**src/design/rmdu_pkg.sv**
```systemverilog
// Shared types and constants for the RV32M multiply/divide pipeline.
// No dependencies; imported by every module of the block.
package rmdu_pkg;

  localparam int XLEN = 32;
  localparam logic [6:0] OPC_MULDIV = 7'b0110011;
  localparam logic [XLEN-1:0] ALL_ONES = '1;

  typedef enum logic [2:0] {
    OP_MUL    = 3'b000,
    OP_MULH   = 3'b001,
    OP_MULHSU = 3'b010,
    OP_MULHU  = 3'b011,
    OP_DIV    = 3'b100,
    OP_DIVU   = 3'b101,
    OP_REM    = 3'b110,
    OP_REMU   = 3'b111
  } op_t;

  typedef struct packed {
    logic [31:0] instruction;
    logic [31:0] src1_value;
    logic [31:0] src2_value;
  } in_t;

  typedef struct packed {
    logic [4:0]  dest_index;
    logic [31:0] dest_value;
    logic        write_enable;
    logic        status;
  } out_t;

  // Item as it moves down the pipe.
  typedef struct packed {
    logic [4:0]        rd;
    logic              ok;
    op_t               op;
    logic [XLEN-1:0]   a_raw;
    logic              b_zero;
    logic              qneg;
    logic              rneg;
    logic              mneg;
    logic [XLEN-1:0]   am;
    logic [XLEN-1:0]   bm;
    logic [2*XLEN-1:0] acc;   // product, then {remainder, quotient}
    logic [XLEN-1:0]   mres;
  } pipe_t;

endpackage

```
**src/design/rmdu_prep.sv**
```systemverilog
// Decode and operand magnitude stage.
// Depends on rmdu_pkg.
module rmdu_prep import rmdu_pkg::*; (
  input  in_t   in_i,
  output pipe_t p_o
);
  logic [XLEN-1:0] a, b;
  logic            sa, sb;
  op_t             op;

  always_comb begin
    a  = in_i.src1_value;
    b  = in_i.src2_value;
    op = op_t'(in_i.instruction[14:12]);
    sa = 1'b0;
    sb = 1'b0;
    unique case (op)
      OP_MULH, OP_DIV, OP_REM: begin
        sa = a[XLEN-1];
        sb = b[XLEN-1];
      end
      OP_MULHSU: begin
        sa = a[XLEN-1];
      end
      default: begin
        sa = 1'b0;
      end
    endcase
    p_o.rd     = in_i.instruction[11:7];
    p_o.ok     = (in_i.instruction[6:0] == OPC_MULDIV);
    p_o.op     = op;
    p_o.a_raw  = a;
    p_o.b_zero = (b == '0);
    p_o.qneg   = sa ^ sb;
    p_o.rneg   = sa;
    p_o.mneg   = sa ^ sb;
    p_o.am     = sa ? (~a + 1'b1) : a;
    p_o.bm     = sb ? (~b + 1'b1) : b;
    p_o.acc    = '0;
    p_o.mres   = '0;
  end
endmodule

```
**config.mk**
```make
export PLATFORM = sky130hd
export DESIGN_NAME = rmdu_prep
export DESIGN_NICKNAME = d
export VERILOG_FILES = /design/src/design/rmdu_pkg.sv /design/src/design/rmdu_prep.sv
export SDC_FILE = /design/constraint.sdc
export NUM_CORES = 1
export LEC_CHECK = 0
export BUFFER_PORTS_ARGS = -buffer_cell sky130_fd_sc_hd__buf_2
export CAP_MARGIN = 5
export CORE_AREA = 2 2 116 118
export DETAILED_ROUTE_END_ITERATION = 7
export DIE_AREA = 0 0 118 120
export SYNTH_ARGS = -nofsm -noshare
export SYNTH_HDL_FRONTEND = slang
export SYNTH_SLANG_ARGS = --single-unit
```
**constraint.sdc**
```tcl
create_clock -name vclk -period 2.1
set_input_delay 0.21 -clock vclk [all_inputs]
set_output_delay 0.21 -clock vclk [all_outputs]
set_load 0.01 [all_outputs]
```
==> summary.txt <==
Post-Syn Area per Cell - 7.04 um^2
flip-flop and latch area - 0 um^2
sequential group share of total power - 0%
Detail Placement HPWL - 7.05 mm
residual overflow from global routing - 0
WL met3 - 542 um
Overall Power - 0.758 mW
data arrival time of the worst path - 2.04 ns
final clock period utilization by the worst path - 107%
routed vias/inst - 3.80
switching portion of total power - 58.6%
Min-Delay Path Depth - 0
Global Route Usage Sum - 9.72%
max-slew violation count - 0
total buffers and inverters traversed by the critical path - 3
wire length on met2 - 4.25 mm
post-synthesis compound-gate area fraction - 16.1%
path length in cells of the critical path - 7
Worst Hold Margin - 0.420 ns
die area - 14200 um^2
total count of hold-check failures in the final report - 0
maximum fanout encountered on the critical timing path - 10
time the worst path needs with I/O delays and setup - 2.25 ns
share of final-layout standard cells stronger than drive strength 1 - 44.8%
dominant cell type by count on the critical path - or4_4
maximum number of pins on one net before global-route repair - 27
Vert. Die Dim - 120 um
fraction of the mapped netlist area in simple logic gates - 17.2%
core region area - 13000 um^2
final count of negative-setup-slack endpoints - 11
number of violations of the max-capacitance limit - 0
final net count - 616
most frequent cells in the layout - buf_2, conb_1, xnor2_1
fmax - 0.445 GHz
combinational family with the most area after synthesis - buffers and inverters
total of clock buffers placed in the layout - 0
reported net switching power - 0.444 mW
Power Dens Cells - 231 nW/um^2
number of optimization iterations in the first detailed-route pass - 4
share of synthesized cell area in full adder, half adder and majority cells - 0.993%
Crit path largest cell delay - 0.53 ns
width of the chip - 118 um
critical path cell sequence - buf_6, or4_4, or4_4, buf_12, o41ai_4, xnor2_1, buf_2
Crit. End Element - primary output
routed wirelength normalized by instance count - 11.6 um
xor-xnor portion of the synthesized cell area - 20.5%
fraction of power consumed by the clock network - 0%
slowest stage cell, crit path - or4_4
via count of the first global-routing pass - 2263
worst setup path category - input pin to primary output
combinational share of power - 100.0%
worst min path class - input pin to primary output
most common cell after layout, fill and taps aside - buf_2
Mapped Area - 2520 um^2
RSZ-0062 raised after global routing - true
detailed-routing wirelength on met1 - 3.14 mm
startpoint kind of the worst setup timing path - input pin
global-route wire length before repair - 11.6 mm
effective utilization at floorplan - 19.4%
number of DRC violations after detailed routing - 0
Setup TNS - -1.25 ns
VDD IR-drop max - 0.0790 mV
run status - finished, violations left
static leakage - 1.71 nW
cell-internal power - 0.314 mW
uppermost layer routed - met4
post-synthesis sequential area ratio - 0%
Site Rows - 42
Total Wirelength - 8.03 mm
Synth Instances - 358
remaining number of nets flagged by the antenna check after routing - 0
number of input and output port buffers inserted - 178
violated checks - negative setup slack
dpl ws - -0.295 ns
via count - 2632
data required time at the worst endpoint - 1.89 ns
final setup slack of the worst path - -0.146 ns
Post-Route Utilization - 25.2%
Routability Congestion - 0.786
growth of design area from synthesis to finish - 30.0%
number of warnings printed during yosys synthesis - 0
detailed router's first-iteration violation count - 55
number of different library cells in the post-synthesis netlist - 38
number of buffers inserted for hold repair after clock tree synthesis - 0
final sequential cell count - 0
antenna diode count - 0
fraction of synthesized area in multiplexers - 0%
Largest delay share family, worst path - simple AND/OR/NAND/NOR gates
Top Ports - 301
initial antenna violation count - 0
-- power by group through the flow --
stage / sequential, mW / combinational [mW] / clock, mW
after floorplan: 0 / 0.581 / 0
after global placement: 0 / 0.743 / 0
after detailed placement: 0 / 0.744 / 0
after CTS: 0 / 0.752 / 0
after global routing: 0 / 0.827 / 0
final: 0 / 0.758 / 0
-- metal layers --
metal,GRT usage (%),up-vias
met1,11.8,1178
met2,19.0,138
li1,-,1308
met3,0.998,8
met4,0.979,0
met5,0,-
-- final timing paths --
path	start	end	slack [ns]
worst min-delay path	in_i[75]	p_o[204]	0.42
worst max-delay path	in_i[46]	p_o[153]	-0.15
-- Yosys cell counts, types with 7 or more instances --
master | n | area share [%]
o21ai_0 | 11 | 2.2
xnor2_1 | 41 | 14
nor2_1 | 16 | 2.4
nand3_1 | 7 | 1.4
a21oi_1 | 8 | 1.6
xor2_1 | 18 | 6.3
buf_4 | 140 | 42
a31oi_1 | 10 | 2.5
inv_1 | 10 | 1.5
nor3_1 | 8 | 1.6
o31ai_1 | 15 | 4.5
nand2_1 | 16 | 2.4
nor4_1 | 9 | 2.2
-- metrics by stage --
stage               instances  area (um^2)
floorplan                 453         2880
global placement          691         3170
detailed placement        691         3170
CTS                       690         3200
global route              692         3280
finish                    692         3280
-- what timing repair did --
action | in CTS | in global routing
gates resized for setup | 6 | 12
endpoints found under the setup margin | 12 | 23
gates cloned | 0 | 0
setup buffers | 0 | 2
pin swaps | 1 | 8
-- cell type report --
cell class                      count  area (um^2)
Fill cell                        1467         9700
Multi-Input combinational cell    293         1830
Tap cell                          176          220
Timing Repair Buffer              212         1190
Inverter                           11         41.3
-- cells by family after synthesis --
kind of cell               after synthesis
buffers and inverters                  160
and+or+nand+nor                         80
xor gates and xnor gates                59
AOI/OAI and AO/OA                       56
adders and majority gates                2
other                                    1
(Power assumes the default switching activity.)
