**config.mk**
```make
export PLATFORM = sky130hd
export DESIGN_NAME = rmdu_mult
export DESIGN_NICKNAME = d
export VERILOG_FILES = /design/src/design/rmdu_pkg.sv /design/src/design/rmdu_mult.sv
export SDC_FILE = /design/constraint.sdc
export NUM_CORES = 2
export LEC_CHECK = 0
export BUFFER_PORTS_ARGS = -buffer_cell sky130_fd_sc_hd__buf_2
export CELL_PAD_IN_SITES_DETAIL_PLACEMENT = 1
export CELL_PAD_IN_SITES_GLOBAL_PLACEMENT = 1
export CORE_ASPECT_RATIO = 0.5
export CORE_MARGIN = 2
export CORE_UTILIZATION = 43
export DETAILED_ROUTE_END_ITERATION = 6
export PLACE_DENSITY_LB_ADDON = 0.1
export SLEW_MARGIN = 20
export SYNTH_ARGS = -nofsm -noshare
export SYNTH_HDL_FRONTEND = slang
export SYNTH_SLANG_ARGS = --single-unit
```
**constraint.sdc**
```tcl
create_clock -name vclk -period 11.8
set_input_delay 1.18 -clock vclk [all_inputs]
set_output_delay 1.18 -clock vclk [all_outputs]
set_load 0.1 [all_outputs]
```
**src/design/rmdu_pkg.sv**
```systemverilog
// Shared types and constants for the RV32M multiply/divide pipeline.
// No dependencies; imported by every module of the block.
package rmdu_pkg;

  localparam int XLEN = 32;
  localparam logic [6:0] OPC_MULDIV = 7'b0110011;
  localparam logic [XLEN-1:0] ALL_ONES = '1;

  typedef enum logic [2:0] {
    OP_MUL    = 3'b000,
    OP_MULH   = 3'b001,
    OP_MULHSU = 3'b010,
    OP_MULHU  = 3'b011,
    OP_DIV    = 3'b100,
    OP_DIVU   = 3'b101,
    OP_REM    = 3'b110,
    OP_REMU   = 3'b111
  } op_t;

  typedef struct packed {
    logic [31:0] instruction;
    logic [31:0] src1_value;
    logic [31:0] src2_value;
  } in_t;

  typedef struct packed {
    logic [4:0]  dest_index;
    logic [31:0] dest_value;
    logic        write_enable;
    logic        status;
  } out_t;

  // Item as it moves down the pipe.
  typedef struct packed {
    logic [4:0]        rd;
    logic              ok;
    op_t               op;
    logic [XLEN-1:0]   a_raw;
    logic              b_zero;
    logic              qneg;
    logic              rneg;
    logic              mneg;
    logic [XLEN-1:0]   am;
    logic [XLEN-1:0]   bm;
    logic [2*XLEN-1:0] acc;   // product, then {remainder, quotient}
    logic [XLEN-1:0]   mres;
  } pipe_t;

endpackage

```
**src/design/rmdu_mult.sv**
```systemverilog
// Two multiply stages: unsigned magnitude product, then sign fix and half select.
// Depends on rmdu_pkg.
module rmdu_mult import rmdu_pkg::*; (
  input  pipe_t prod_i,
  output pipe_t prod_o,
  input  pipe_t fix_i,
  output pipe_t fix_o
);
  logic [2*XLEN-1:0] sp;

  always_comb begin
    prod_o     = prod_i;
    prod_o.acc = prod_i.am * prod_i.bm;
  end

  always_comb begin
    sp    = fix_i.mneg ? (~fix_i.acc + 1'b1) : fix_i.acc;
    fix_o = fix_i;
    fix_o.mres = (fix_i.op == OP_MUL) ? fix_i.acc[XLEN-1:0] : sp[2*XLEN-1:XLEN];
    // seed the divider: remainder zero, dividend magnitude in the low half
    fix_o.acc  = {{XLEN{1'b0}}, fix_i.am};
  end
endmodule

```
==> results list <==
- There are 0 flip-flops and latches.
- In the final layout, the share of cells above drive strength 1 is 0.100.
- HP Class: in -> out
- Detailed-route via count: 26846
- Summed over all nets, the half-perimeter wirelength after detailed placement is 107 mm.
- Yosys mapped the design onto 63 distinct sky130hd cell types.
- Worst EP required: 10.62 ns
- Max-slew violation count: 0
- Maximum clock rate: 0.0890 GHz
- Post-CTS Setup Inserts: 0
- In this run the remaining antenna-violating nets after routing total 0.
- Standard cell area after detailed placement: 37200 µm²
- After layout, the clock buffer instance count stands at 0.
- For this block, the routed nets add up to 126 mm of wire.
- At the worst endpoint, the arrival time is 10.06 ns.
* # port buffers: 296
- Gate count of the mapped netlist: 4157
- After the first detailed-routing iteration, the DRC count stood at 1276.
* Final worst-path cycle share: 0.952
* Max-cap check violation count: 0
* Placed Cells: 5157
* Final TNS setup: 0 ns
* Register area: 0 µm²
- Highest net fanout along the worst path: 25
* Area overhead of the layout relative to synthesis: 1.55%
- The floorplan step defined a core boundary enclosing 84100 µm².
* Time the worst path needs with I/O delays and setup: 11.24 ns
- DRT Pass-1 Iters: 5
- Die area: 87600 µm²
- STA classifies the critical path startpoint as an input port.
* Final setup viols: 0
* Setup CP Type: in -> out
* Number of remaining DRC errors: 0
* Relative max-transition margin: 0.389
- Core Rows: 75
- In the layout the commonest cells are sky130_fd_sc_hd__fa_1, sky130_fd_sc_hd__inv_1, sky130_fd_sc_hd__and2_1.
- Post-Layout Cell Count: 5158
- For this configuration, the core starts out at a cell density of 0.435.
- Syn Area/Cell: 8.81 µm²
* Total Nets Final: 5612
- Wire length of the first global-routing pass: 191 mm
* Largest net degree at the start of global routing: 65
- After clock tree synthesis, the flow added hold-fix buffers numbering 0.
- The number of failing hold endpoints at the final stage is 0.
- During synthesis, Yosys emitted a total of 0 warnings.
* Number of antenna violations at the first check in global routing: 7
- Commonest non-fill, non-tap cell in the layout: sky130_fd_sc_hd__fa_1
- Total global-route track usage: 0.291
- Crit end category: output port
* Post-detailed-route via-to-cell ratio: 5.20
* Number of placed I/O pins: 820
- Fillers: 9950
- The floorplan step set the die width to 417 µm.
- The congestion estimate from routability-driven global placement came to 0.857.
* Grt total ovfl: 0
* Proportion of synthesized chip area in sequential cells: 0
- Fin area: 37200 µm²
* Number of global-route vias before repair: 30479
- The number of gates resized after CTS was 0.
- Transition time of the tightest slew-check pin: 0.916 ns
* Drt wl/cell: 24.4 µm
- Cell Area, Synth: 36600 µm²
* Setup repair after global routing missed its margin: no
* Outcome: completed
- The die is 210 µm tall.
per-stage QoR:
| stage | hold WS, ns | utilization | setup slack [ns] |
|---|---|---|---|
| floorplan | 2.57 | - | 0.567 |
| global placement | 2.36 | 0.442 | 0.619 |
| detailed placement | 2.36 | 0.442 | 0.514 |
| CTS | 2.36 | 0.442 | 0.540 |
| global route | 2.36 | 0.442 | 0.291 |
| finish | 2.36 | 0.442 | 0.564 |
cell type report:
class                           count  area, µm²  share of cell area
Antenna cell                        1       2.50           0.0000673
Inverter                          885       3320              0.0893
Multi-Input combinational cell   2769      30200               0.813
Tap cell                         1116       1400              0.0376
Timing Repair Buffer              387       2240              0.0602
kinds of logic (layout without fill, tap and decap cells):
kind of cell	Yosys count	in the layout	synth area share
AND/OR/NAND/NOR	1227	1227	0.174
XOR/XNOR	92	92	0.0220
other	1	33	0.000102
adder cells (fa/ha/maj)	1159	1159	0.580
AO/OA/AOI/OAI	259	259	0.0465
buffers and inverters	1419	1272	0.178
path summary, 6_finish.rpt:
path / start / to / slack [ns] / depth (start not counted)
max: prod_i[139] / prod_o[93] / 0.56 / 28
min: fix_i[115] / fix_o[115] / 2.36 / 0
synthesized netlist by cell type (2+ instances only):
cell | n | share of area
sky130_fd_sc_hd__a31oi_2 | 2 | 0.00068
sky130_fd_sc_hd__o31a_1 | 4 | 0.00096
sky130_fd_sc_hd__a21oi_1 | 98 | 0.013
sky130_fd_sc_hd__a31oi_1 | 6 | 0.0010
sky130_fd_sc_hd__or4_1 | 3 | 0.00062
sky130_fd_sc_hd__nor3_1 | 5 | 0.00068
sky130_fd_sc_hd__buf_2 | 3 | 0.00041
sky130_fd_sc_hd__nor4_1 | 13 | 0.0022
sky130_fd_sc_hd__or2_2 | 2 | 0.00034
sky130_fd_sc_hd__or3_1 | 6 | 0.0010
sky130_fd_sc_hd__o221ai_1 | 3 | 0.00072
sky130_fd_sc_hd__a21boi_0 | 3 | 0.00062
sky130_fd_sc_hd__xnor2_1 | 37 | 0.0089
sky130_fd_sc_hd__nand2b_1 | 3 | 0.00051
sky130_fd_sc_hd__a21o_1 | 37 | 0.0076
sky130_fd_sc_hd__and2_1 | 625 | 0.11
sky130_fd_sc_hd__a211oi_1 | 5 | 0.0010
sky130_fd_sc_hd__nand3_1 | 15 | 0.0021
sky130_fd_sc_hd__a311oi_1 | 4 | 0.00096
sky130_fd_sc_hd__o31ai_1 | 6 | 0.0012
sky130_fd_sc_hd__clkbuf_1 | 216 | 0.022
sky130_fd_sc_hd__o211ai_1 | 3 | 0.00062
sky130_fd_sc_hd__o21a_1 | 9 | 0.0018
sky130_fd_sc_hd__inv_1 | 885 | 0.091
sky130_fd_sc_hd__o21bai_1 | 14 | 0.0029
sky130_fd_sc_hd__o21ai_1 | 3 | 0.00041
sky130_fd_sc_hd__a311o_1 | 3 | 0.00082
sky130_fd_sc_hd__buf_4 | 314 | 0.064
sky130_fd_sc_hd__o21ai_0 | 38 | 0.0052
sky130_fd_sc_hd__fa_1 | 896 | 0.49
sky130_fd_sc_hd__ha_1 | 263 | 0.090
sky130_fd_sc_hd__nor2_1 | 60 | 0.0062
sky130_fd_sc_hd__a41oi_1 | 2 | 0.00048
sky130_fd_sc_hd__and3_1 | 7 | 0.0012
sky130_fd_sc_hd__nand4_1 | 15 | 0.0026
sky130_fd_sc_hd__nand2_1 | 463 | 0.047
sky130_fd_sc_hd__a221o_1 | 2 | 0.00055
sky130_fd_sc_hd__nor2b_1 | 2 | 0.00034
sky130_fd_sc_hd__o41ai_1 | 4 | 0.00096
sky130_fd_sc_hd__xor2_1 | 55 | 0.013
worst max-delay path: stages:
cell and delay [ns]:
sky130_fd_sc_hd__buf_2 0.53, sky130_fd_sc_hd__and2_1 0.24, sky130_fd_sc_hd__fa_1 0.44, sky130_fd_sc_hd__fa_1 0.46, sky130_fd_sc_hd__fa_1 0.57, sky130_fd_sc_hd__inv_1 0.05, sky130_fd_sc_hd__fa_1 0.47, sky130_fd_sc_hd__inv_1 0.06
sky130_fd_sc_hd__fa_1 0.50, sky130_fd_sc_hd__inv_1 0.06, sky130_fd_sc_hd__fa_1 0.53, sky130_fd_sc_hd__inv_1 0.05, sky130_fd_sc_hd__fa_1 0.48, sky130_fd_sc_hd__inv_1 0.05, sky130_fd_sc_hd__fa_1 0.47, sky130_fd_sc_hd__inv_1 0.04
sky130_fd_sc_hd__ha_1 0.37, sky130_fd_sc_hd__nand2_1 0.16, sky130_fd_sc_hd__nor2_1 0.19, sky130_fd_sc_hd__nand2_1 0.12, sky130_fd_sc_hd__o311ai_4 0.43, sky130_fd_sc_hd__a21oi_2 0.23, sky130_fd_sc_hd__o41ai_4 0.60, sky130_fd_sc_hd__a41oi_2 0.44
sky130_fd_sc_hd__o31a_1 0.47, sky130_fd_sc_hd__o21ai_2 0.17, sky130_fd_sc_hd__xor2_1 0.20, sky130_fd_sc_hd__buf_2 0.46
routing by layer:
metal,up-vias,GRT usage,share of wire
li1,11538,-,-
met1,14342,0.356,0.40
met2,801,0.519,0.50
met3,161,0.0635,0.066
met4,4,0.0763,0.032
met5,-,0.0148,0.0011
