--- src/design/rmdu_pkg.sv ---
// Shared types and constants for the RV32M multiply/divide pipeline.
// No dependencies; imported by every module of the block.
package rmdu_pkg;

  localparam int XLEN = 32;
  localparam logic [6:0] OPC_MULDIV = 7'b0110011;
  localparam logic [XLEN-1:0] ALL_ONES = '1;

  typedef enum logic [2:0] {
    OP_MUL    = 3'b000,
    OP_MULH   = 3'b001,
    OP_MULHSU = 3'b010,
    OP_MULHU  = 3'b011,
    OP_DIV    = 3'b100,
    OP_DIVU   = 3'b101,
    OP_REM    = 3'b110,
    OP_REMU   = 3'b111
  } op_t;

  typedef struct packed {
    logic [31:0] instruction;
    logic [31:0] src1_value;
    logic [31:0] src2_value;
  } in_t;

  typedef struct packed {
    logic [4:0]  dest_index;
    logic [31:0] dest_value;
    logic        write_enable;
    logic        status;
  } out_t;

  // Item as it moves down the pipe.
  typedef struct packed {
    logic [4:0]        rd;
    logic              ok;
    op_t               op;
    logic [XLEN-1:0]   a_raw;
    logic              b_zero;
    logic              qneg;
    logic              rneg;
    logic              mneg;
    logic [XLEN-1:0]   am;
    logic [XLEN-1:0]   bm;
    logic [2*XLEN-1:0] acc;   // product, then {remainder, quotient}
    logic [XLEN-1:0]   mres;
  } pipe_t;

endpackage

--- src/design/rmdu_post.sv ---
// Result select: sign correction, divide-by-zero handling, status.
// Depends on rmdu_pkg.
module rmdu_post import rmdu_pkg::*; (
  input  pipe_t p_i,
  output out_t  o_o
);
  logic [XLEN-1:0] q, r, val;

  always_comb begin
    q = p_i.acc[XLEN-1:0];
    r = p_i.acc[2*XLEN-1:XLEN];
    case (p_i.op)
      OP_DIV:  val = p_i.b_zero ? ALL_ONES : (p_i.qneg ? (~q + 1'b1) : q);
      OP_DIVU: val = p_i.b_zero ? ALL_ONES : q;
      OP_REM:  val = p_i.b_zero ? p_i.a_raw : (p_i.rneg ? (~r + 1'b1) : r);
      OP_REMU: val = p_i.b_zero ? p_i.a_raw : r;
      default: val = p_i.mres;
    endcase
    o_o.dest_index   = p_i.rd;
    o_o.dest_value   = p_i.ok ? val : '0;
    o_o.write_enable = p_i.ok && (p_i.rd != '0);
    o_o.status       = ~p_i.ok;
  end
endmodule

--- config.mk ---
export PLATFORM = sky130hd
export DESIGN_NAME = rmdu_post
export DESIGN_NICKNAME = d
export VERILOG_FILES = /design/src/design/rmdu_pkg.sv /design/src/design/rmdu_post.sv
export SDC_FILE = /design/constraint.sdc
export NUM_CORES = 1
export LEC_CHECK = 0
export BUFFER_PORTS_ARGS = -buffer_cell sky130_fd_sc_hd__clkbuf_2
export CELL_PAD_IN_SITES_DETAIL_PLACEMENT = 1
export CELL_PAD_IN_SITES_GLOBAL_PLACEMENT = 1
export CORE_UTILIZATION = 29
export DETAILED_ROUTE_END_ITERATION = 6
export GPL_TIMING_DRIVEN = 1
export PLACE_DENSITY = 0.93
export SLEW_MARGIN = 20
export SYNTH_ARGS = -nofsm -noshare
export SYNTH_HDL_FRONTEND = slang
export SYNTH_SLANG_ARGS = --single-unit
--- constraint.sdc ---
create_clock -name vclk -period 5.8
set_input_delay 0.29 -clock vclk [all_inputs]
set_output_delay 0.29 -clock vclk [all_outputs]
set_load 0.02 [all_outputs]
==> results.yml, run 1 <==
run_status:
  status: "finished clean"
floorplanning:
  die_h_um: 107
  start_util_pct: 30.5
  die_w_um: 107
  die_area_mm2: 0.0115
  ios: 244
  rows: 37
  coreArea_mm2: 0.0105
sta:
  finalCritPeriodShare_pct: 59.0
  maxSlewViolCount: 0
  timing.hold.ws_ps: 818
  setup_viol: 0
  finalHoldViolCount: 0
  slew_headroom_pct: 39.2
  rsz0062_at_grt: "false"
  fmax_mhz: 292
  min_period_ps: 3420
  tightest_slew_ps: 909
  finalSetupTns_ps: 0
  fin_ws_ps: 2380
setup_path:
  worst-path-max-fanout: 34
  setup.worst_path.end: "o_o[20]"
  cp.required_ps: 5510
  worstSetupStartpointType: "primary input"
  arrival_ps: 3130
  worstSetupPathType: "in -> out"
  worstSetupStartpoint: "p_i[198]"
  endpoint_kind: "primary output"
pwr:
  switching_share_pct: 63.1
  p_comb_share_pct: 100.0
  irDropWorstVdd_mv: 0.0277
  pwr-share-seq_pct: 0
  leakagePower_nw: 1.62
  clkPwrFrac_pct: 0
  powerDensity_mw_per_mm2: 81.3
  p_switching_uw: 209
  internal_power_uw: 123
  power_uw: 332
yosys:
  synthCells: 500
  syn_nets: 707
  syn_area_mm2: 0.00320
  yosysWarnings: 0
  synth-seq-area-share_pct: 0
  synth_cell_types: 69
  avgSynthCellArea_um2: 6.40
global_routing:
  grt_pass1_wl_um: 26900
  grt-ovfl-total: 0
  grt_usage_pct: 29.4
  grt_start_max_net_pins: 48
  antenna_found_initial: 0
  grt_pass1_vias: 4773
hold_path:
  hp-class: "in -> out"
placed_design:
  post-place-ws_ps: 2480
  placed_cell_area_mm2: 0.00408
  hpwl_um: 13700
  dp_cells: 771
  place_congestion: 0.956
  io_buffer_count: 179
cells_and_area:
  regArea_um2: 0
  diodes: 0
  nClkBuffers: 0
  final_area_mm2: 0.00408
  finalNetCount: 844
  seq_cells: 0
  fin_cells: 771
  area_growth_pct: 27.4
  drive_gt1_share_pct: 34.3
  fin_util_pct: 38.8
drt:
  via_per_inst: 6.38
  drtAntennaViolNets: 0
  vias: 4921
  drc: 0
  drt_iter0_markers: 375
  dr.pass1.iters: 5
  drt_wl_total_um: 17300
  avgRoutedWirePerCell_um: 22.5
clocking:
  cts_setup_buffers: 0
  holdBufCountCts: 0
  cts_resized: 0
flow_run:
  maxCapViolations: 0
cells in the mapped netlist, drive strengths merged, types with 4 or more instances:
cell | n | area share (%)
a211oi | 4 | 0.94
a21oi | 29 | 4.5
a221oi | 7 | 1.9
a31oi | 18 | 3.5
a41oi | 8 | 2.2
and2 | 4 | 0.78
and3 | 4 | 0.78
buf | 16 | 2.9
clkbuf | 31 | 3.6
inv | 10 | 1.2
mux2 | 12 | 4.2
mux2i | 9 | 2.8
nand2 | 36 | 4.2
nand2b | 10 | 2.0
nand3 | 15 | 2.3
nand3b | 5 | 1.2
nor2 | 32 | 3.8
nor2b | 9 | 1.8
nor3 | 26 | 4.2
nor3b | 4 | 0.94
nor4 | 11 | 2.9
o211ai | 8 | 1.9
o21ai | 58 | 9.1
o221ai | 9 | 2.5
o22ai | 4 | 0.78
o311ai | 6 | 1.9
o31ai | 13 | 3.4
o41ai | 6 | 2.7
or2 | 4 | 0.78
or3 | 8 | 1.6
or4 | 12 | 3.2
xnor2 | 27 | 7.4
xor2 | 7 | 1.9
power groups by stage:
stage	logic [mW]	clock network [mW]	registers, mW
final	0.332	0	0
after detailed placement	0.323	0	0
after global placement	0.315	0	0
after floorplan	0.181	0	0
after CTS	0.325	0	0
after global routing	0.353	0	0
logic make-up (layout without fill, tap and decap cells):
| family | count (synthesis) | count (layout) | synth area share [%] |
|---|---|---|---|
| AOI/OAI and AO/OA | 201 | 201 | 43.8 |
| and+or+nand+nor | 184 | 184 | 31.2 |
| buffers and inverters | 58 | 193 | 7.85 |
| xor gates and xnor gates | 34 | 34 | 9.30 |
| muxes | 21 | 21 | 7.03 |
| adders and majority gates | 2 | 2 | 0.781 |
layer usage:
layer  GRT usage (%)  vias to the layer above  share of wire (%)
met1            42.6                     2362                 45
met5               0                        -                  0
met2            45.0                      303                 43
met4            6.16                        0                2.1
li1                -                     2221                  -
met3            5.23                       35                 10
cell type report:
class                           instances  area (um2)
Fill cell                            1426        6430
Multi-Input combinational cell        442        2950
Timing Repair Buffer                  182         918
Tap cell                              136         170
Inverter                               11        41.3
placed cells by master (no fill, tap or decap), drive strengths merged, types with 6 or more instances in the layout:
master / count
nand3: 15
a31oi: 18
nand2b: 10
o311ai: 6
xor2: 7
nor4: 11
mux2i: 9
or4: 12
o21ai: 58
or3: 8
a221oi: 7
o41ai: 6
nand2: 36
inv: 10
a21oi: 29
nor2: 32
o221ai: 9
clkbuf: 179
o211ai: 8
a41oi: 8
nor2b: 9
xnor2: 27
mux2: 12
nor3: 26
o31ai: 13
critical path, cell delays in order:
cell and delay (ps):
clkbuf_2 300, buf_4 410, and2_1 340, nand2b_1 250, nor2_1 750, a21oi_1 280, o22ai_1 280, clkbuf_2 210
how the worst min path moves through the flow:
stage                  start  cells after the start       to  slack (ps)
global placement    p_i[200]                      2  o_o[34]         810
CTS                 p_i[201]                      2  o_o[35]         820
global route        p_i[204]                      2  o_o[38]         820
floorplan           p_i[200]                      1  o_o[34]         690
detailed placement  p_i[201]                      2  o_o[35]         820
finish              p_i[201]                      2  o_o[35]         820
No activity file was read; power rests on OpenSTA's default activity.
==> run 2, diff against run 1 <==
- CORE_UTILIZATION: 29 -> 24
- PLACE_DENSITY: 0.93 -> 0.83
- clock period: 5.8 -> 3 ns (I/O delays scaled with it)
==> run 2 against run 1 <==
  * Non-clock buffer count increased by 24
  * Hold slack worse by 290 ps
  * Core utilization is 5.3 points lower
  * Combinational power grew 93%
  * Power grew 93%
  * Largest cell class unchanged
==> results.yml, run 2 (synthesized netlist as in run 1, its figures left out) <==
placed_design:
  io_buffer_count: 179
  placed_cell_area_mm2: 0.00428
  place_congestion: 0.901
  hpwl_um: 13800
drt:
  drt_wl_total_um: 16800
  avgRoutedWirePerCell_um: 20.2
  via_per_inst: 5.82
  drtAntennaViolNets: 0
  dr.pass1.iters: 5
  drc: 0
  vias: 4836
  drt_iter0_markers: 453
cells_and_area:
  finalNetCount: 868
  layout_common_cells: "clkbuf_2 (179), o21ai_0 (58), nand2_1 (36)"
  seq_cells: 0
  regArea_um2: 0
  nClkBuffers: 0
  final_area_mm2: 0.00431
  fill_cells: 1750
  drive_gt1_share_pct: 36.7
  area_growth_pct: 34.5
  diodes: 0
  fin_util_pct: 33.6
  layout_commonest_cell: "clkbuf_2"
sta:
  maxSlewViolCount: 0
  finalHoldViolCount: 0
  min_period_ps: 2890
  setup_viol: 0
  fmax_mhz: 346
  rsz0062_at_grt: "false"
  tightest_slew_ps: 707
  finalSetupTns_ps: 0
  finalCritPeriodShare_pct: 96.5
  slew_headroom_pct: 52.4
run_status:
  status: "finished clean"
pwr:
  p_switching_uw: 392
  clkPwrFrac_pct: 0
  powerDensity_mw_per_mm2: 149
  p_comb_share_pct: 100.0
  irDropWorstVdd_mv: 0.0392
  switching_share_pct: 61.1
  leakagePower_nw: 1.73
  internal_power_uw: 249
  pwr-share-seq_pct: 0
global_routing:
  grt_start_max_net_pins: 40
  grt_usage_pct: 23.1
  grt_pass1_wl_um: 26000
  grt-ovfl-total: 0
  grt_pass1_vias: 4831
  antenna_found_initial: 0
floorplanning:
  die_area_mm2: 0.0138
  ios: 244
  die_w_um: 118
  start_util_pct: 25.0
  die_h_um: 118
  coreArea_mm2: 0.0128
  rows: 41
setup_path:
  endpoint_kind: "primary output"
  arrival_ps: 2740
  cp.required_ps: 2850
  worstSetupPathType: "in -> out"
  worstSetupStartpointType: "primary input"
  worst-path-max-fanout: 8
flow_run:
  maxCapViolations: 0
hold_path:
  hp-class: "in -> out"
clocking:
  holdBufCountCts: 0
-- run 2: area by class of cell --
class,count,area [um2],share of cell area [%]
multi-input cells,442,2950,68.5
repair buffers,206,1100,25.5
well taps,172,215,5.00
inverters,11,41.3,0.959
-- run 2: final timing paths --
| kind | start | to | slack (ps) | cells past startpoint |
|---|---|---|---|---|
| worst min-delay path | p_i[203] | o_o[37] | 530 | 2 |
| worst max-delay path | p_i[65] | o_o[14] | 110 | 11 |
-- run 2: worst max-delay path: stages --
cell and delay (ps):
clkbuf_2 110, inv_1 60, ha_1 160, or3b_2 480
or4_4 610, buf_4 180, a311oi_1 240, a21oi_1 110
o311ai_0 310, buf_4 180, clkbuf_2 160
-- run 2: power groups by stage --
| stage | Clock [mW] | Sequential [mW] | Combinational [mW] |
|---|---|---|---|
| global route | 0 | 0 | 0.689 |
| detailed placement | 0 | 0 | 0.628 |
| CTS | 0 | 0 | 0.632 |
| global placement | 0 | 0 | 0.619 |
| finish | 0 | 0 | 0.642 |
| floorplan | 0 | 0 | 0.349 |
-- run 2: timing repair --
| action | in CTS | in global routing |
|---|---|---|
| buffers inserted | 0 | 4 |
| gates resized for setup | 0 | 0 |
| endpoints found under the setup margin | 0 | 1 |
-- run 2: metal layers --
metal / up-vias / global-route usage [%] / routed length (um)
met5: - / 0 / 0
met1: 2268 / 32.0 / 7520
met3: 40 / 3.34 / 1370
met4: 0 / 7.05 / 551
li1: 2268 / - / -
met2: 260 / 36.6 / 7330
-- run 2: per-stage QoR --
| stage | worst slack, ps | std cells | power, mW | hold WS (ps) |
|---|---|---|---|---|
| floorplan | 229 | 500 | 0.349 | 413 |
| global placement | 119 | 827 | 0.619 | 531 |
| detailed placement | 103 | 827 | 0.628 | 533 |
| CTS | 96.0 | 827 | 0.632 | 533 |
| global route | 3.85 | 831 | 0.689 | 538 |
| finish | 106 | 831 | 0.642 | 532 |
==> run 3, diff against run 2 <==
- MAX_ROUTING_LAYER: unset -> met4
- SKIP_LAST_GASP: unset -> 1
==> run 3 against run 2 <==
  * Critical path depth down 1
  * Hold slack improved by 0.85 ps
  * Final cell count decreased by 0.24%
  * Global-route usage increased by 1.3 points
  * Non-clock buffer count shrank 2
  * Power rose by 0.82%
  * Highest routed layer unchanged
==> results.yml, run 3 (synthesized netlist as in run 1, its figures left out) <==
sta:
  tightest_slew_ps: 663
  slew_headroom_pct: 55.4
  min_period_ps: 2930
  setup_viol: 0
  finalHoldViolCount: 0
  finalCritPeriodShare_pct: 97.8
  maxSlewViolCount: 0
  timing.hold.ws_ps: 533
  finalSetupTns_ps: 0
  fmax_mhz: 341
  rsz0062_at_grt: "true"
placed_design:
  place_congestion: 0.910
  placed_cell_area_mm2: 0.00430
  io_buffer_count: 179
  dp_cells: 829
  hpwl_um: 14100
floorplanning:
  ios: 244
  coreArea_mm2: 0.0128
  die_w_um: 118
  die_h_um: 118
  die_area_mm2: 0.0138
  start_util_pct: 25.0
  rows: 41
pwr:
  leakagePower_nw: 1.74
  internal_power_uw: 251
  powerDensity_mw_per_mm2: 150
  p_switching_uw: 396
  irDropWorstVdd_mv: 0.0355
  pwr-share-seq_pct: 0
  power_uw: 647
  p_comb_share_pct: 100.0
  switching_share_pct: 61.2
  clkPwrFrac_pct: 0
cells_and_area:
  diodes: 0
  regArea_um2: 0
  layout_common_cells: "clkbuf_2 (179), o21ai_0 (58), nand2_1 (36)"
  final_area_mm2: 0.00432
  drive_gt1_share_pct: 36.8
  fin_cells: 829
  area_growth_pct: 35.1
  seq_cells: 0
  layout_commonest_cell: "clkbuf_2"
  finalNetCount: 866
  nClkBuffers: 0
drt:
  via_per_inst: 5.82
  dr.pass1.iters: 5
  avgRoutedWirePerCell_um: 20.5
  drc: 0
  drt_wl_total_um: 17000
  vias: 4825
  drtAntennaViolNets: 0
  drt_iter0_markers: 429
global_routing:
  grt_pass1_wl_um: 26500
  grt_usage_pct: 24.4
  antenna_found_initial: 0
  grt_pass1_vias: 4948
  grt.busiest_layer: "met2"
  grt-ovfl-total: 0
  use_met3_pct: 1.89
  grt_util_met1_pct: 34.0
  grt_start_max_net_pins: 29
  grtUsageMet2_pct: 38.4
setup_path:
  cp.required_ps: 2850
  endpoint_kind: "primary output"
  arrival_ps: 2780
  worstSetupStartpointType: "primary input"
  worstSetupPathType: "in -> out"
  worst-path-max-fanout: 7
flow_run:
  maxCapViolations: 0
clocking:
  cts_resized: 0
  cts_setup_buffers: 0
  holdBufCountCts: 0
hold_path:
  hp-class: "in -> out"
  hold_depth: 2
run_status:
  status: "finished clean"
-- run 3: changes by cell type in the layout (fill, tap and decap cells not counted), sizes merged --
cell / delta
buf: -2
-- run 3: routing by layer --
metal  vias up  part of all wire (%)  wire, um
met5         -                     0         0
met4         0                   2.0       344
met3        25                   6.2      1050
met2       233                    45      7690
met1      2289                    47      7910
li1       2278                     -         -
-- run 3: final timing paths --
path,from,to
setup / recovery,p_i[64],o_o[30]
hold / removal,p_i[204],o_o[38]
-- run 3: power by group through the flow --
stage	clock network, mW	logic [mW]	registers (mW)
final	0	0.647	0
after global routing	0	0.696	0
after CTS	0	0.635	0
after detailed placement	0	0.631	0
after global placement	0	0.620	0
after floorplan	0	0.349	0
-- run 3: layout make-up --
cell class                      instances  area (um2)
Fill cell                            1735        8500
Timing Repair Buffer                  204        1100
Multi-Input combinational cell        442        2970
Tap cell                              172         215
Inverter                               11        41.3
-- run 3: worst max-delay path, stage by stage --
cell,delay [ps]
clkbuf_2,120
inv_1,60
ha_1,170
or3b_2,480
or4_4,600
nor4_4,260
mux2_2,380
nor4_1,240
o32ai_1,150
clkbuf_2,180
-- run 3: stage by stage --
stage / util, % / setup slack [ps]
2_1_floorplan: - / 229
3_3_place_gp: 33.6 / 130
3_5_place_dp: 33.6 / 37.5
4_1_cts: 33.6 / 36.6
5_1_grt: 33.7 / -48.7
6_report: 33.7 / 66.7
