[config.mk]
export PLATFORM = sky130hd
export DESIGN_NAME = rmdu_div_step
export DESIGN_NICKNAME = d
export VERILOG_FILES = /design/src/design/rmdu_pkg.sv /design/src/design/rmdu_div_step.sv
export SDC_FILE = /design/constraint.sdc
export NUM_CORES = 1
export LEC_CHECK = 0
export BUFFER_PORTS_ARGS = -buffer_cell sky130_fd_sc_hd__buf_2
export CORE_AREA = 5 5 155 157
export DETAILED_ROUTE_END_ITERATION = 12
export DIE_AREA = 0 0 160 162
export GPL_TIMING_DRIVEN = 0
export PLACE_DENSITY = 0.5
export SYNTH_ARGS = -nofsm -noshare
export SYNTH_HDL_FRONTEND = slang
export SYNTH_SLANG_ARGS = --single-unit
[constraint.sdc]
create_clock -name vclk -period 4.68
set_input_delay 0.468 -clock vclk [all_inputs]
set_output_delay 0.468 -clock vclk [all_outputs]
set_load 0.1 [all_outputs]
[src/design/rmdu_pkg.sv]
// Shared types and constants for the RV32M multiply/divide pipeline.
// No dependencies; imported by every module of the block.
package rmdu_pkg;

  localparam int XLEN = 32;
  localparam logic [6:0] OPC_MULDIV = 7'b0110011;
  localparam logic [XLEN-1:0] ALL_ONES = '1;

  typedef enum logic [2:0] {
    OP_MUL    = 3'b000,
    OP_MULH   = 3'b001,
    OP_MULHSU = 3'b010,
    OP_MULHU  = 3'b011,
    OP_DIV    = 3'b100,
    OP_DIVU   = 3'b101,
    OP_REM    = 3'b110,
    OP_REMU   = 3'b111
  } op_t;

  typedef struct packed {
    logic [31:0] instruction;
    logic [31:0] src1_value;
    logic [31:0] src2_value;
  } in_t;

  typedef struct packed {
    logic [4:0]  dest_index;
    logic [31:0] dest_value;
    logic        write_enable;
    logic        status;
  } out_t;

  // Item as it moves down the pipe.
  typedef struct packed {
    logic [4:0]        rd;
    logic              ok;
    op_t               op;
    logic [XLEN-1:0]   a_raw;
    logic              b_zero;
    logic              qneg;
    logic              rneg;
    logic              mneg;
    logic [XLEN-1:0]   am;
    logic [XLEN-1:0]   bm;
    logic [2*XLEN-1:0] acc;   // product, then {remainder, quotient}
    logic [XLEN-1:0]   mres;
  } pipe_t;

endpackage

[src/design/rmdu_div_step.sv]
// One restoring-division step: one quotient bit per stage.
// Depends on rmdu_pkg.
module rmdu_div_step import rmdu_pkg::*; (
  input  pipe_t p_i,
  output pipe_t p_o
);
  logic [XLEN:0] rem_s, diff;
  logic          qbit;

  always_comb begin
    rem_s = {p_i.acc[2*XLEN-1:XLEN], p_i.acc[XLEN-1]};
    diff  = rem_s - {1'b0, p_i.bm};
    qbit  = ~diff[XLEN];
    p_o   = p_i;
    p_o.acc = {(qbit ? diff[XLEN-1:0] : rem_s[XLEN-1:0]), p_i.acc[XLEN-2:0], qbit};
  end
endmodule

==> results of run 1 <==
==> power by group through the flow <==
stage                     clock network [W]  registers [W]  logic, W
after floorplan                           0              0   0.00149
after global placement                    0              0   0.00175
after detailed placement                  0              0   0.00175
after CTS                                 0              0   0.00176
after global routing                      0              0   0.00182
final                                     0              0   0.00174
==> logic make-up after synthesis <==
kind of cell	count (synthesis)	share of synthesized area [%]
adder cells (fa/ha/maj)	33	11.20
AO/OA/AOI/OAI	120	21.24
multiplexers	18	7.202
AND/OR/NAND/NOR	108	13.81
XOR/XNOR	24	5.602
buffers and inverters	230	40.95
==> metal layers <==
layer,vias up,global-route usage (%),part of all wire (%)
li1,2182,-,-
met1,1846,12.64,38
met2,234,22.35,53
met3,7,2.284,8.6
met4,2,0.5084,0.45
met5,-,0,0.080
==> worst max path at each step <==
| stage | from | to | slack [ps] | cells after the start |
|---|---|---|---|---|
| 2_1_floorplan | p_i[112] | p_o[90] | -1130 | 10 |
| 3_3_place_gp | p_i[109] | p_o[76] | 230 | 13 |
| 3_5_place_dp | p_i[63] | p_o[76] | 190 | 14 |
| 4_1_cts | p_i[63] | p_o[76] | 180 | 14 |
| 5_1_grt | p_i[110] | p_o[91] | 90 | 14 |
| 6_report | p_i[109] | p_o[91] | 320 | 13 |
==> worst max-delay path: stages <==
cell and delay (ps):
buf_2 100, inv_1 50, ha_1 360, a21oi_2 240
o211ai_1 160, a221o_1 350, a211o_1 320, o21a_1 220
o211ai_4 430, buf_2 410, nand2_1 130, o41ai_1 130
buf_2 540
==> stage by stage <==
stage	setup WS (ps)	cells	util [%]	cell area, sq um
finish	318.6	1088	24.42	5461
global route	94.62	1088	24.42	5461
CTS	178.1	1088	24.41	5460
detailed placement	194.7	1088	24.41	5460
global placement	225.5	1088	24.41	5460
floorplan	-1127	533	-	3752
==> synth_stat cells (all sizes together) (4+ instances only) <==
library cell  count
buf             177
nand2            44
inv              42
a21oi            36
ha               32
o21ai            24
mux2             18
nor2             16
a21o             15
xnor2            14
clkbuf           11
nand3            11
xor2             10
o211ai            9
nand4             7
and3              6
o21a              6
nand2b            5
nor2b             5
o21bai            5
o31ai             5
a211oi            4
nor3              4
==> layout make-up <==
| type | instances | area (sq um) |
|---|---|---|
| inverter | 42 | 157.7 |
| multi-input combinational | 303 | 2216 |
| tap | 285 | 356.6 |
| fill | 2554 | 16900 |
| timing repair buffer | 270 | 1351 |
| buffer | 188 | 1380 |
==> results.ini, run 1 <==
[drt]
route.detailed.drc=0
first_pass_iters=4
drt-total-wl_microns=16340
first_iter_violations=116
final_antenna_net_count=0
num_vias=4271
via_per_inst=3.926
wl_per_cell_microns=15.02

[power]
peakVddDrop_v=0.0001023
intPower_w=0.0003823
p_leak_nw=3.174
p_switching_w=0.001357
pwr-share-comb_pct=100.0
power.share.clock_pct=0
switching_share_pct=78.02
powerDensity_nw_per_um2=318.4
power_w=0.001739
seqPwrFrac_pct=0

[sta]
drv_slew=0
period_needed_ps=4361
hold_ws_ps=1320
timing.setup.tns_ps=0
tightest_slew_ps=540.4
hold_violations=0
fin_crit_sh_pct=93.19
rsz0062_at_grt=false
setup-violations-final=0
max_freq_mhz=229.3
slew-limit-headroom_pct=63.50

[critical_path]
crit_required_ps=4210
end_kind=output port
critPathArrivalTime_ps=3890
critical_path_class=in2out
worst_setup_path_start_kind=input port
crit_fanout=10

[die]
rows=55
ios=410
die_h_microns=162
die_w_microns=160
die-area_sq_um=25920
initial_utilization_pct=16.78
core-area_sq_um=22370

[yosys]
ys_seq_area_share_pct=0
syn_area_sq_um=3752
syn_area_per_cell_sq_um=7.040
yosysUniqueCellTypes=49
synth_area_leaders=buf_4, ha_1, mux2_4, a21oi_1, nand2_1
synth_fp_nets=771
synth_top_area_share_pct=34.61
synth.largest_area_cell=buf_4
synth_warnings=0
syn_inst=533

[placement]
port_buffers=270
gp_congestion=0.8008
dp_hpwl_microns=14990

[final_layout]
layout_commonest_cell=buf_2
antennaDiodeCount=0
drive_above_1_share_pct=58.66
design.seq.count=0
most-common-layout-cells=buf_2, buf_4, nand2_1
clock_buffers=0
syn2layout_area_growth_pct=45.55
ff_latch_area_sq_um=0
finalNetCount=1043

[global_routing]
grt_max_degree=11
grt-ovfl-total=0
grt.total_usage_pct=11.14
antenna_found_initial=1
grt_pass1_vias=4310
grt_pass1_wl_microns=23640

[worst_hold_path]
min_path_type=in2out
hold_start=p_i[129]
holdPathEnd=p_o[129]
hold_path_depth=2

[clock_tree]
cts_resized=0
postCtsSetupRepairBufs=0
cts_hold_buffers=0

[run_status]
status=completed

[job]
maxCapViolCount=0

(Power assumes the default switching activity.)
==> inputs of run 2 (changes only) <==
--- a/config.mk
+++ b/config.mk
@@ -6,11 +6,11 @@
 export NUM_CORES = 1
 export LEC_CHECK = 0
 export BUFFER_PORTS_ARGS = -buffer_cell sky130_fd_sc_hd__buf_2
-export CORE_AREA = 5 5 155 157
+export CORE_AREA = 2 2 161 163
 export DETAILED_ROUTE_END_ITERATION = 12
-export DIE_AREA = 0 0 160 162
+export DIE_AREA = 0 0 163 165
 export GPL_TIMING_DRIVEN = 0
-export PLACE_DENSITY = 0.5
+export PLACE_DENSITY = 0.46
 export SYNTH_ARGS = -nofsm -noshare
 export SYNTH_HDL_FRONTEND = slang
 export SYNTH_SLANG_ARGS = --single-unit
==> run 2 against run 1 <==
Die area is 3.8% higher; clock-buffer cell count unchanged; core utilization is 2.4 points lower; combinational power about the same; flip-flop and latch count unchanged; global-route usage fell by 1.1 points; final area up 1.1%; total power down 0.26%; sequential share of layout area unchanged; via count down 0.30%; hold slack got worse by 0.63 ps; non-clock buffer count stayed put.
==> results.ini, run 2 (synthesis gave the netlist of run 1 again) <==
[drt]
first_iter_violations=116  ; unchanged
route.detailed.drc=0  ; unchanged
final_antenna_net_count=0  ; unchanged
wl_per_cell_microns=13.19  ; was 15.02 microns
num_vias=4258  ; was 4,271
first_pass_iters=4  ; unchanged
via_per_inst=3.755  ; was 3.926
drt-total-wl_microns=14960  ; was 16,340 microns

[worst_hold_path]
min_path_type=in2out  ; unchanged

[power]
p_leak_nw=3.174  ; about the same
peakVddDrop_v=0.0001483  ; was 0.0001023 V
powerDensity_nw_per_um2=314.2  ; was 318.4 nW/um^2

[sta]
hold_violations=0  ; unchanged
period_needed_ps=4327  ; was 4361 ps
drv_slew=0  ; unchanged
timing.setup.tns_ps=0  ; unchanged
slew-limit-headroom_pct=64.89  ; was 63.50%
rsz0062_at_grt=false  ; unchanged
hold_ws_ps=1319  ; was 1320 ps
setup-violations-final=0  ; unchanged
fin_crit_sh_pct=92.46  ; was 93.19%
tightest_slew_ps=530.3  ; was 540.4 ps
max_freq_mhz=231.1  ; was 229.3 MHz

[placement]
dp_hpwl_microns=13700  ; was 14,990 microns
gp_congestion=0.8540  ; was 0.8008
port_buffers=270  ; unchanged

[die]
core-area_sq_um=25040  ; was 22,370 sq um
die-area_sq_um=26900  ; was 25,920 sq um
die_w_microns=163  ; was 160 microns
die_h_microns=165  ; was 162 microns
initial_utilization_pct=14.99  ; was 16.78%
ios=410  ; unchanged
rows=58  ; was 55

[critical_path]
worst_setup_path_start_kind=input port  ; unchanged
crit_fanout=10  ; unchanged
critPathArrivalTime_ps=3860  ; was 3890 ps
end_kind=output port  ; unchanged
critical_path_class=in2out  ; unchanged
crit_required_ps=4210  ; about the same

[global_routing]
grt_pass1_wl_microns=21000  ; was 23,640 microns
grt_pass1_vias=3890  ; was 4,310
grt_max_degree=11  ; unchanged
grt.total_usage_pct=10.01  ; was 11.14%
grt-ovfl-total=0  ; unchanged
antenna_found_initial=1  ; unchanged

[job]
maxCapViolCount=0  ; unchanged

[final_layout]
design.seq.count=0  ; unchanged
most-common-layout-cells=buf_2, buf_4, nand2_1  ; unchanged
ff_latch_area_sq_um=0  ; unchanged
syn2layout_area_growth_pct=47.12  ; was 45.55%
finalNetCount=1043  ; unchanged
drive_above_1_share_pct=58.66  ; unchanged
clock_buffers=0  ; unchanged
layout_commonest_cell=buf_2  ; unchanged

[clock_tree]
cts_hold_buffers=0  ; unchanged
cts_resized=0  ; unchanged
postCtsSetupRepairBufs=0  ; unchanged

[run_status]
status=completed  ; unchanged

run 2: final cells by class:
cell class | instances | area (sq um)
inverters | 42 | 157.7
repair buffers | 270 | 1351
well taps | 330 | 412.9
fillers | 2856 | 19520
diodes | 1 | 2.502
plain buffers | 188 | 1380
multi-input cells | 303 | 2216
run 2: critical path, cell delays in order:
cell	delay, ps
buf_2	90
inv_1	30
ha_1	230
fa_1	400
nand2b_1	190
a21oi_1	260
o211ai_1	200
a21oi_1	420
o211ai_1	220
o211ai_4	230
buf_2	380
nand2_1	100
o41ai_1	100
buf_2	520
run 2: worst paths after layout:
kind | start | end | slack (ps) | cells past startpoint
worst min-delay path | p_i[198] | p_o[198] | 1320 | 2
worst max-delay path | p_i[63] | p_o[90] | 350 | 14
run 2: report_power, final:
part / internal, W / total [W] / switching [W]
registers: 0 / 0 / 0
clock network: 0.0000000000286 / 0.0000000000286 / 0
logic: 0.000383 / 0.00173 / 0.00135
run 2: layer usage:
metal / vias to the layer above / global-route usage (%) / wire length, microns
met2: 233 / 20.59 / 8014
met4: 0 / 0.3620 / 53
met3: 4 / 1.180 / 1200
met5: - / 0 / 0
met1: 1838 / 11.43 / 5686
li1: 2183 / - / -
run 2: metrics by stage:
step	power (W)	utilization, %	instance area [sq um]	cells	worst slack [ps]
detailed placement	0.001751	22.03	5517	1133	134.5
global route	0.001818	22.04	5518	1133	98.35
CTS	0.001755	22.03	5517	1133	130.5
floorplan	0.001487	-	3752	533	-1127
finish	0.001735	22.05	5520	1134	352.9
global placement	0.001751	22.03	5517	1133	107.2
==> inputs of run 3 (changes only) <==
--- a/config.mk
+++ b/config.mk
@@ -10,7 +10,6 @@
 export DETAILED_ROUTE_END_ITERATION = 12
 export DIE_AREA = 0 0 163 165
 export GPL_TIMING_DRIVEN = 0
-export PLACE_DENSITY = 0.46
 export SYNTH_ARGS = -nofsm -noshare
 export SYNTH_HDL_FRONTEND = slang
 export SYNTH_SLANG_ARGS = --single-unit
==> run 3 against run 2 <==
Global-route usage grew 0.090 points; final area hardly changed; core utilization barely moved; combinational power barely moved; flip-flop and latch count stayed put; cell count hardly changed; die area did not move; total power barely moved; critical path depth is the same.
==> results.ini, run 3 (synthesis gave the netlist of run 1 again) <==
[die]
die_h_microns=165  ; unchanged
ios=410  ; unchanged
rows=58  ; unchanged
core-area_sq_um=25040  ; unchanged
die_w_microns=163  ; unchanged
die-area_sq_um=26900  ; unchanged
initial_utilization_pct=14.99  ; unchanged

[final_layout]
most-common-layout-cells=buf_2, buf_4, nand2_1  ; unchanged
drive_above_1_share_pct=58.66  ; unchanged
finalNetCount=1043  ; unchanged
fill_cells=2808  ; was 2,856
syn2layout_area_growth_pct=47.05  ; was 47.12%
ff_latch_area_sq_um=0  ; unchanged
multi_input_area_sq_um=2216  ; unchanged
antennaDiodeCount=0  ; was 1
final_util_pct=22.04  ; was 22.05%
layout_commonest_cell=buf_2  ; unchanged
design.seq.count=0  ; unchanged
clock_buffers=0  ; unchanged

[sta]
setup-violations-final=0  ; unchanged
hold_violations=0  ; unchanged
slew-limit-headroom_pct=62.24  ; was 64.89%
period_needed_ps=4342  ; was 4327 ps
fin_crit_sh_pct=92.78  ; was 92.46%
rsz0062_at_grt=false  ; unchanged
hold_ws_ps=1319  ; about the same
fin_ws_ps=337.9  ; was 352.9 ps
drv_slew=0  ; unchanged
max_freq_mhz=230.3  ; was 231.1 MHz
tightest_slew_ps=561.3  ; was 530.3 ps

[drt]
num_vias=4305  ; was 4,258
wl_per_cell_microns=13.53  ; was 13.19 microns
route.detailed.drc=0  ; unchanged
first_pass_iters=4  ; unchanged
first_iter_violations=148  ; was 116
via_per_inst=3.800  ; was 3.755
final_antenna_net_count=0  ; unchanged
drt-total-wl_microns=15330  ; was 14,960 microns

[global_routing]
grt_pass1_vias=3955  ; was 3,890
grt.total_usage_pct=10.10  ; was 10.01%
antenna_found_initial=3  ; was 1
grt_max_degree=11  ; unchanged
grt_pass1_wl_microns=21110  ; was 21,000 microns
grt-ovfl-total=0  ; unchanged

[power]
p_switching_w=0.001354  ; was 0.001352 W
peakVddDrop_v=0.0001766  ; was 0.0001483 V
switching_share_pct=77.98  ; was 77.95%
power.share.clock_pct=0  ; about the same
power_w=0.001736  ; was 0.001735 W
powerDensity_nw_per_um2=314.6  ; was 314.2 nW/um^2
p_leak_nw=3.174  ; about the same
pwr-share-comb_pct=100.0  ; about the same
intPower_w=0.0003823  ; was 0.0003825 W
seqPwrFrac_pct=0  ; about the same

[critical_path]
end_kind=output port  ; unchanged
crit_fanout=10  ; unchanged
cp_common_cell=buf_2  ; unchanged
worst_setup_path_start_kind=input port  ; unchanged
cp_slowest_cell=buf_2  ; unchanged
crit_required_ps=4210  ; about the same
critPathArrivalTime_ps=3870  ; was 3860 ps
critPathTopFamily=compound AO/OA/AOI/OAI gates  ; unchanged
critical_path.max_stage_delay_ps=510  ; was 520 ps
crit_buf_inv=4  ; unchanged
critical_path_class=in2out  ; unchanged
cp_num_cells=14  ; unchanged
cp_cell_sequence=buf_2 -> inv_1 -> ha_1 -> fa_1 -> nand2b_1 -> a21oi_1 -> o211ai_1 -> a21oi_1 -> o211ai_1 -> o211ai_4 -> buf_2 -> nand2_1 -> o41ai_1 -> buf_2  ; unchanged

[run_status]
status=completed  ; unchanged

[job]
maxCapViolCount=0  ; unchanged

[worst_hold_path]
hold_path_depth=2  ; unchanged
min_path_type=in2out  ; unchanged

[placement]
pre_cts_ws_ps=156.4  ; was 134.5 ps
port_buffers=270  ; unchanged
gp_congestion=0.8328  ; was 0.8540
dp_hpwl_microns=14130  ; was 13,700 microns

[clock_tree]
postCtsSetupRepairBufs=0  ; unchanged

## run 3: through the flow
step | area [sq um] | instances | TNS [ps]
6_report | 5518 | 1133 | 0
5_1_grt | 5518 | 1133 | 0
4_1_cts | 5517 | 1133 | 0
3_5_place_dp | 5517 | 1133 | 0
3_3_place_gp | 5517 | 1133 | 0
2_1_floorplan | 3752 | 533 | -3202
## run 3: worst paths after layout
| kind | start | to |
|---|---|---|
| max | p_i[63] | p_o[91] |
| min | p_i[201] | p_o[201] |
## run 3: layout make-up
class | count | share of cell area, %
inverter | 42 | 2.857
multi-input combinational | 303 | 40.16
buffer | 188 | 25.01
tap | 330 | 7.483
timing repair buffer | 270 | 24.49
## run 3: power by group through the flow
stage,sequential (W),combinational (W),clock [W]
finish,0,0.00174,0
detailed placement,0,0.00175,0
global placement,0,0.00175,0
CTS,0,0.00175,0
global route,0,0.00181,0
floorplan,0,0.00149,0
## run 3: timing repair
| action | 4_1_cts | 5_1_grt |
|---|---|---|
| resized for setup | 0 | 2 |
| hold buffers | 0 | 0 |
| endpoints found under the setup margin | 0 | 6 |
## run 3: metal layers
metal	share of wire (%)	vias up	track usage, %
li1	-	2183	-
met1	36	1879	10.69
met2	57	228	21.94
met3	7.0	9	1.130
met4	0.38	6	0.2816
met5	0.29	-	0
